[config.mk]
export PLATFORM = sky130hd
export DESIGN_NAME = ssb_interleaved_fir
export DESIGN_NICKNAME = d
export VERILOG_FILES = /design/src/hdl/ssbfir_pkg.sv /design/src/hdl/ssb_interleaved_fir.sv /design/src/hdl/ssbfir_dp.sv /design/src/hdl/ssbfir_ctrl.sv
export SDC_FILE = /design/constraint.sdc
export NUM_CORES = 2
export LEC_CHECK = 0
export ABC_AREA = 1
export BUFFER_PORTS_ARGS = -buffer_cell sky130_fd_sc_hd__buf_2
export CORE_MARGIN = 5
export CORE_UTILIZATION = 44
export DETAILED_ROUTE_END_ITERATION = 10
export MAX_ROUTING_LAYER = met4
export PLACE_DENSITY = 0.58
export SLEW_MARGIN = 20
export SYNTH_ARGS = -nofsm -noshare
export SYNTH_HDL_FRONTEND = slang
export SYNTH_SLANG_ARGS = --single-unit
[constraint.sdc]
create_clock -name clk -period 17.2 [get_ports clk]
set_clock_uncertainty 0.1 [all_clocks]
set_input_delay 2.58 -clock clk [delete_from_list [all_inputs] [get_ports clk]]
set_output_delay 2.58 -clock clk [all_outputs]
set_load 0.02 [all_outputs]
[src/hdl/ssbfir_pkg.sv]
// Shared constants and controller/datapath interface types for the SSB FIR.
`timescale 1ns / 1ps
package ssbfir_pkg;

  localparam int MAX_TAPS    = 64;
  localparam int ADDR_W      = $clog2(MAX_TAPS);
  localparam int NT_W        = 7;
  localparam int STEP_W      = $clog2(MAX_TAPS / 2);
  localparam int PAIR_W      = STEP_W + 1;
  localparam int SAMPLE_BITS = 16;
  localparam int COEF_BITS   = 16;
  localparam int PROD_W      = SAMPLE_BITS + COEF_BITS;
  localparam int ACC_W       = 40;

  localparam logic [NT_W-1:0] NT_RESET = NT_W'(MAX_TAPS);

  localparam logic CMD_FILTER = 1'b0;
  localparam logic CMD_COEF   = 1'b1;

  // Commands from the controller to the datapath
  typedef struct packed {
    logic              sample_wr;
    logic              coef_wr;
    logic              issue;
    logic [STEP_W-1:0] step;
    logic [NT_W-1:0]   n_taps;
    logic              load_out;
  } ctrl_cmd_t;

  // Status from the datapath back to the controller
  typedef struct packed {
    logic out_full;
  } dp_sts_t;

endpackage

[src/hdl/ssb_interleaved_fir.sv]
// Top level of the single-sideband interleaved-tap FIR filter.
// A sample request runs one pass with the I/Q MAC pair walking two taps a cycle, then loads the
// result register; out_tvalid rises once it is loaded. No new request is taken until the pass
// ends, and a full result register holds the pass back. Coefficient requests give no result.
// Reset (rst_n, synchronous, active low): num_taps 64, delay fill count and coefficient valid
// bits cleared so all taps read as zero; no clearing pass is needed.
`timescale 1ns / 1ps
module ssb_interleaved_fir import ssbfir_pkg::*; (
  input  logic                clk,
  input  logic                rst_n,
  // input request channel
  input  logic                in_tvalid,
  output logic                in_tready,
  input  logic [39:0]         in_tdata,   // sample[15:0], coef_index[21:16], coef_value[37:22]
  input  logic                in_tuser,   // cmd[0]
  // result channel
  output logic                out_tvalid,
  input  logic                out_tready,
  output logic [2*ACC_W-1:0]  out_tdata,  // out_i[39:0], out_q[79:40]
  // num_taps write port
  input  logic                cfg_valid,
  output logic                cfg_ready,
  input  logic [NT_W-1:0]     cfg_data
);

  ctrl_cmd_t cmd;
  dp_sts_t   sts;

  // unpack request fields
  logic signed [SAMPLE_BITS-1:0] sample;
  logic [ADDR_W-1:0]             coef_index;
  logic signed [COEF_BITS-1:0]   coef_value;

  assign sample     = in_tdata[15:0];
  assign coef_index = in_tdata[21:16];
  assign coef_value = in_tdata[37:22];

  // sequencer: decodes requests, holds num_taps, steps tap pairs and drains the pipe
  ssbfir_ctrl u_ctrl (
    .clk       (clk),
    .rst_n     (rst_n),
    .in_tvalid (in_tvalid),
    .in_tready (in_tready),
    .in_tuser  (in_tuser),
    .cfg_valid (cfg_valid),
    .cfg_ready (cfg_ready),
    .cfg_data  (cfg_data),
    .cmd       (cmd),
    .sts       (sts)
  );

  // datapath: ring buffer + coefficient RAM, read -> multiply -> accumulate,
  // then a result register so the next request is taken while a result waits
  ssbfir_dp u_dp (
    .clk        (clk),
    .rst_n      (rst_n),
    .cmd        (cmd),
    .sts        (sts),
    .sample     (sample),
    .coef_index (coef_index),
    .coef_value (coef_value),
    .out_tvalid (out_tvalid),
    .out_tready (out_tready),
    .out_tdata  (out_tdata)
  );

endmodule

[src/hdl/ssbfir_dp.sv]
// Datapath: sample ring buffer, coefficient store, two MAC lanes, result register.
`timescale 1ns / 1ps
module ssbfir_dp import ssbfir_pkg::*; (
  input  logic                          clk,
  input  logic                          rst_n,
  input  ctrl_cmd_t                     cmd,
  output dp_sts_t                       sts,
  input  logic signed [SAMPLE_BITS-1:0] sample,
  input  logic [ADDR_W-1:0]             coef_index,
  input  logic signed [COEF_BITS-1:0]   coef_value,
  output logic                          out_tvalid,
  input  logic                          out_tready,
  output logic [2*ACC_W-1:0]            out_tdata
);

  logic signed [SAMPLE_BITS-1:0] dly_mem [MAX_TAPS];
  logic signed [COEF_BITS-1:0]   coef_mem [MAX_TAPS];
  logic [MAX_TAPS-1:0]           coef_vld_r;
  logic [ADDR_W-1:0]             wptr_r;
  logic [NT_W-1:0]               fill_r;

  logic [ADDR_W-1:0] k_e, k_o, rd_e, rd_o;
  logic [NT_W-1:0]   age_e, age_o, k_o_ext;
  logic              use_e, use_o;

  logic signed [SAMPLE_BITS-1:0] s_e_r, s_o_r;
  logic signed [COEF_BITS-1:0]   c_e_r, c_o_r;
  logic                          use_e_r, use_o_r;
  logic signed [PROD_W-1:0]      prod_e_r, prod_o_r;
  logic signed [ACC_W-1:0]       acc_i_r, acc_q_r;
  logic                          out_valid_r;
  logic [2*ACC_W-1:0]            out_data_r;

  // tap addresses for pair step j: even tap 2j, odd tap 2j+1
  assign k_e     = {cmd.step, 1'b0};
  assign k_o     = {cmd.step, 1'b1};
  assign k_o_ext = {1'b0, k_o};
  // newest sample sits at wptr-1; tap k reads age n-1-k
  assign rd_e    = wptr_r - cmd.n_taps[ADDR_W-1:0] + k_e;
  assign rd_o    = rd_e + ADDR_W'(1);
  assign age_e   = cmd.n_taps - NT_W'(1) - {1'b0, k_e};
  assign age_o   = age_e - NT_W'(1);
  // samples older than the fill count were never written, so those taps are masked to zero
  assign use_e   = cmd.issue && (age_e < fill_r) && coef_vld_r[k_e];
  assign use_o   = cmd.issue && (k_o_ext < cmd.n_taps) && (age_o < fill_r)
                   && coef_vld_r[k_o];

  always_ff @(posedge clk) begin
    if (cmd.sample_wr) begin
      dly_mem[wptr_r] <= sample;
    end
    if (cmd.coef_wr) begin
      coef_mem[coef_index] <= coef_value;
    end
  end

  always_ff @(posedge clk) begin
    s_e_r <= dly_mem[rd_e];
    s_o_r <= dly_mem[rd_o];
    c_e_r <= coef_mem[k_e];
    c_o_r <= coef_mem[k_o];
  end

  always_ff @(posedge clk) begin
    if (!rst_n) begin
      coef_vld_r <= '0;
      wptr_r     <= '0;
      fill_r     <= '0;
      use_e_r    <= 1'b0;
      use_o_r    <= 1'b0;
    end else begin
      use_e_r <= use_e;
      use_o_r <= use_o;
      if (cmd.coef_wr) begin
        coef_vld_r[coef_index] <= 1'b1;
      end
      if (cmd.sample_wr) begin
        wptr_r <= wptr_r + ADDR_W'(1);
        if (fill_r < NT_W'(MAX_TAPS)) begin
          fill_r <= fill_r + NT_W'(1);
        end
      end
    end
  end

  // multiply stage, unused lanes give zero
  always_ff @(posedge clk) begin
    prod_e_r <= use_e_r ? PROD_W'(s_e_r * c_e_r) : '0;
    prod_o_r <= use_o_r ? PROD_W'(s_o_r * c_o_r) : '0;
  end

  always_ff @(posedge clk) begin
    if (cmd.sample_wr) begin
      acc_i_r <= '0;
      acc_q_r <= '0;
    end else begin
      acc_i_r <= acc_i_r + ACC_W'(prod_e_r);
      acc_q_r <= acc_q_r + ACC_W'(prod_o_r);
    end
  end

  always_ff @(posedge clk) begin
    if (!rst_n) begin
      out_valid_r <= 1'b0;
    end else if (cmd.load_out) begin
      out_valid_r <= 1'b1;
    end else if (out_tready) begin
      out_valid_r <= 1'b0;
    end
  end

  always_ff @(posedge clk) begin
    if (cmd.load_out) begin
      out_data_r <= {acc_q_r, acc_i_r};
    end
  end

  assign sts.out_full = out_valid_r && !out_tready;
  assign out_tvalid   = out_valid_r;
  assign out_tdata    = out_data_r;

endmodule

[src/hdl/ssbfir_ctrl.sv]
// Controller: request decode, num_taps register and tap-pair sequencer.
`timescale 1ns / 1ps
module ssbfir_ctrl import ssbfir_pkg::*; (
  input  logic            clk,
  input  logic            rst_n,
  input  logic            in_tvalid,
  output logic            in_tready,
  input  logic            in_tuser,
  input  logic            cfg_valid,
  output logic            cfg_ready,
  input  logic [NT_W-1:0] cfg_data,
  output ctrl_cmd_t       cmd,
  input  dp_sts_t         sts
);

  typedef enum logic [3:0] {
    S_IDLE  = 4'b0001,
    S_RUN   = 4'b0010,
    S_DRAIN = 4'b0100,
    S_DONE  = 4'b1000
  } state_t;

  state_t            state_r, state_nxt;
  logic [NT_W-1:0]   num_taps_r;
  logic [NT_W-1:0]   n_eff;
  logic [PAIR_W-1:0] pairs;
  logic [STEP_W-1:0] step_r, step_nxt;
  logic              drain_r, drain_nxt;
  logic              acc_req;

  assign n_eff   = (num_taps_r > NT_W'(MAX_TAPS)) ? NT_W'(MAX_TAPS) : num_taps_r;
  assign pairs   = PAIR_W'((n_eff + NT_W'(1)) >> 1);
  assign acc_req = in_tvalid && in_tready;

  assign in_tready = (state_r == S_IDLE);
  assign cfg_ready = 1'b1;

  always_comb begin
    state_nxt = state_r;
    step_nxt  = step_r;
    drain_nxt = drain_r;
    unique case (state_r)
      S_IDLE: begin
        step_nxt  = '0;
        drain_nxt = 1'b0;
        if (acc_req && (in_tuser == CMD_FILTER)) begin
          state_nxt = (pairs == '0) ? S_DRAIN : S_RUN;
        end
      end
      S_RUN: begin
        if ({1'b0, step_r} == pairs - PAIR_W'(1)) begin
          state_nxt = S_DRAIN;
        end else begin
          step_nxt = step_r + STEP_W'(1);
        end
      end
      S_DRAIN: begin
        drain_nxt = 1'b1;
        if (drain_r) begin
          state_nxt = S_DONE;
        end
      end
      S_DONE: begin
        if (!sts.out_full) begin
          state_nxt = S_IDLE;
        end
      end
      default: state_nxt = S_IDLE;
    endcase
  end

  always_ff @(posedge clk) begin
    if (!rst_n) begin
      state_r    <= S_IDLE;
      step_r     <= '0;
      drain_r    <= 1'b0;
      num_taps_r <= NT_RESET;
    end else begin
      state_r <= state_nxt;
      step_r  <= step_nxt;
      drain_r <= drain_nxt;
      if (cfg_valid && cfg_ready) begin
        num_taps_r <= cfg_data;
      end
    end
  end

  assign cmd.sample_wr = acc_req && (in_tuser == CMD_FILTER);
  assign cmd.coef_wr   = acc_req && (in_tuser == CMD_COEF);
  assign cmd.issue     = (state_r == S_RUN);
  assign cmd.step      = step_r;
  assign cmd.n_taps    = n_eff;
  assign cmd.load_out  = (state_r == S_DONE) && !sts.out_full;

`ifndef SYNTHESIS
  a_no_overwrite: assert property (@(posedge clk) disable iff (!rst_n)
    !(cmd.load_out && sts.out_full))
    else $error("result register loaded while still full");

  a_step_range: assert property (@(posedge clk) disable iff (!rst_n)
    (state_r == S_RUN) |-> ({1'b0, step_r} < pairs))
    else $error("tap-pair step beyond pair count");

  a_sample_starts: assert property (@(posedge clk) disable iff (!rst_n)
    cmd.sample_wr |=> (state_r == S_RUN || state_r == S_DRAIN))
    else $error("sample request did not start a pass");

  a_done_exit: assert property (@(posedge clk) disable iff (!rst_n)
    (state_r == S_DONE && !sts.out_full) |=> (state_r == S_IDLE))
    else $error("finished pass did not return to idle");
`endif

endmodule

==> out/summary.txt <==
CP required = 17.77 ns
detailed placement HPWL = 232000 µm
Core ar. = 289000 µm²
critical path type = reg -> reg
Yosys reg bits = 2433
CTS clk-pin slew, worst paths = 0.06 ns
Tightest Pin Transition = 1.22 ns
die span in y = 549 µm
Worst R2R Setup Slack = 9.99 ns
H-tree Lvls = 5
CTS hold repair buffers = 0
fmax = 139 MHz
Primary FF master, synth = edfxtp_1
final net count = 13.4k
setup_tns = 0 ns
CP Max Fanout = 82
gpl congestion = 0.923
design area = 141000 µm²
drt first pass iters = 7
Tightest Hold Check Type = reg -> reg
Final Cycle Share = 0.419
Vias/cell = 5.77
Synth Instances = 12.7k
ys async rst share = 0
largest net degree at the start of global routing = 253
Port Buffers = 132
Post-Syn Nets = 13.5k
CTS max path bufs = 4
yosys warns = 0
final hold vios = 0
initial antenna violation count = 13
row count = 197
Boundary Pins = 136
Starting Density = 0.443
final setup vio count = 0
Resize count post-CTS = 0
placed inst area = 132000 µm²
sequential area share after synthesis = 0.548
Synth area leader = edfxtp_1
Final min period = 7.21 ns
Area Overhead vs Synth = 10.1%
CTS tree = yes
post-route ant nets = 0
global-route wire length before repair = 577000 µm
Post-synth EDFFs = 2128
worst-skew pair later-pin latency = 0.90 ns
fillcell total = 26.0k
Synth area leaders = edfxtp_1 50%, fa_1 8.3%, o21ai_0 6.6%
# clock sinks = 2433
mapped cell area = 128000 µm²
Post-Route WL = 384000 µm
Max Cap Viol = 0
vias = 95.8k
Yosys top cell area share = 0.500
distinct cell type count after synthesis = 64
Die Width = 549 µm
Synth Area per Inst = 10.1 µm²
routed len/inst = 23.1 µm
arrival time worst endpoint = 7.78 ns
unrepaired setup endpoints after global routing = false
CTS root buf = clkbuf_16
DRC = 0
status = completed
share of cells above drive strength 1 = 0.0687
post-CTS setup buffers = 0
initial DRC count = 11.0k
Max Slew Vio Count = 0
Worst slew margin = 0.176
total CTS buffers = 269
Crit. End Element = flip-flop
GRT Total Usage = 0.256
vias in the first global route = 95.2k
Die Area = 301000 µm²
GRT overflow = 0
Worst setup SP type = flip-flop
## Yosys cell counts (all sizes together) (17+ instances only)
library cell  instances
edfxtp             2128
o21ai              1712
inv                1663
nand2              1296
a21oi              1098
nor2               1027
nand3               980
fa                  532
clkbuf              526
dfxtp               305
buf                 280
ha                  276
o211ai              231
o22ai               157
o221ai              119
nand4                54
a31oi                48
nor3                 43
o21a                 31
xnor2                26
xor2                 23
a21o                 21
or2                  17
## layer usage
layer | track usage | part of all wire | vias to the layer above
li1 | - | - | 43500
met1 | 0.344 | 0.42 | 47200
met2 | 0.397 | 0.46 | 4257
met3 | 0.0342 | 0.084 | 801
met4 | 0.100 | 0.042 | 0
met5 | - | 0 | -
## state kept, by name, summed over array words and instances, names as in the netlist, 4 cells and up
name / count
u_dp.s_o_r: 16
u_ctrl.state_r: 4
u_dp.c_e_r: 16
u_ctrl.num_taps_r: 7
u_dp.acc_i_r: 40
u_dp.prod_o_r: 32
u_dp.out_tdata: 80
u_dp.coef_vld_r: 64
u_dp.c_o_r: 16
u_dp.fill_r: 7
u_ctrl.step_r: 5
u_dp.dly_mem: 1024
u_dp.prod_e_r: 32
u_dp.coef_mem: 1024
u_dp.acc_q_r: 40
u_dp.wptr_r: 6
u_dp.s_e_r: 16
## critical path: stages, from the launching register on
cell	delay (ns)
dfxtp_4	0.63
inv_8	0.26
fa_1	0.59
inv_1	0.06
ha_4	0.16
fa_4	1.16
buf_4	0.73
xor2_4	0.23
buf_4	0.81
buf_4	0.78
nand3_1	0.22
nand3_1	0.19
nand3_1	0.27
nand3_1	0.37
o21ai_1	0.24
## cells by family (layout without fill, tap and decap cells)
kind of cell | after synthesis | count (layout) | share of synthesized area
AOI/OAI and AO/OA | 3479 | 3479 | 0.149
xor gates and xnor gates | 49 | 49 | 0.00406
adders and majority gates | 808 | 808 | 0.110
buffers and inverters | 2473 | 2524 | 0.0753
DFF | 2433 | 2433 | 0.548
other | 1 | 9 | 0.0000294
and+or+nand+nor | 3432 | 3432 | 0.113
## metrics by stage
stage | hold slack (ns) | utilization | std cells | setup slack [ns]
final | 0.337 | 0.488 | 16600 | 9.99
after global routing | 0.351 | 0.488 | 16600 | 9.97
after global placement | 0.327 | 0.458 | 16100 | 10.31
after detailed placement | 0.322 | 0.458 | 16100 | 10.28
after floorplan | 0.315 | - | 12700 | 6.22
after CTS | 0.338 | 0.487 | 16600 | 10.21
## cell type report
type                       count  area (µm²)  area share
sequential                  2433       70000       0.498
multi-input combinational   7769       48400       0.344
clock buffer                 356        7400      0.0526
inverter                    1667        6310      0.0448
tap                         3880        4850      0.0345
timing repair buffer         375        2630      0.0187
clock inverter               126        1080     0.00769
antenna                        8        20.0    0.000142
## final timing paths
check,from,end,depth (start not counted)
hold / removal,u_dp.acc_i_r[28]$_SDFF_PP0_,u_dp.out_tdata[28]$_DFFE_PP_,0
setup / recovery,u_ctrl.step_r[0]$_SDFFE_PN0P_,u_dp.s_o_r[11]$_DFF_P_,14
hold reg to reg,u_dp.acc_i_r[28]$_SDFF_PP0_,u_dp.out_tdata[28]$_DFFE_PP_,0
setup reg to reg,u_ctrl.step_r[0]$_SDFFE_PN0P_,u_dp.s_o_r[11]$_DFF_P_,14
## placed cells by master, fill, tap and decap left out, types with 45 or more instances in the layout
cell and n:
buf_4 233, fa_1 531, ha_1 273, edfxtp_1 2128, dfxtp_1 302, buf_2 131, clkbuf_1 64, inv_1 1646
nand2_1 1287, a31oi_1 48, o21ai_0 1690, o22ai_1 157, nand3_1 976, a21oi_1 1098, nor2_1 974, nand4_1 54
clkbuf_16 279, clkinv_1 45, o221ai_1 119, o211ai_1 231
Power is left out: the tool's default activity adds up to more than one toggle a clock period on the data nets, which glitch-free logic cannot reach.
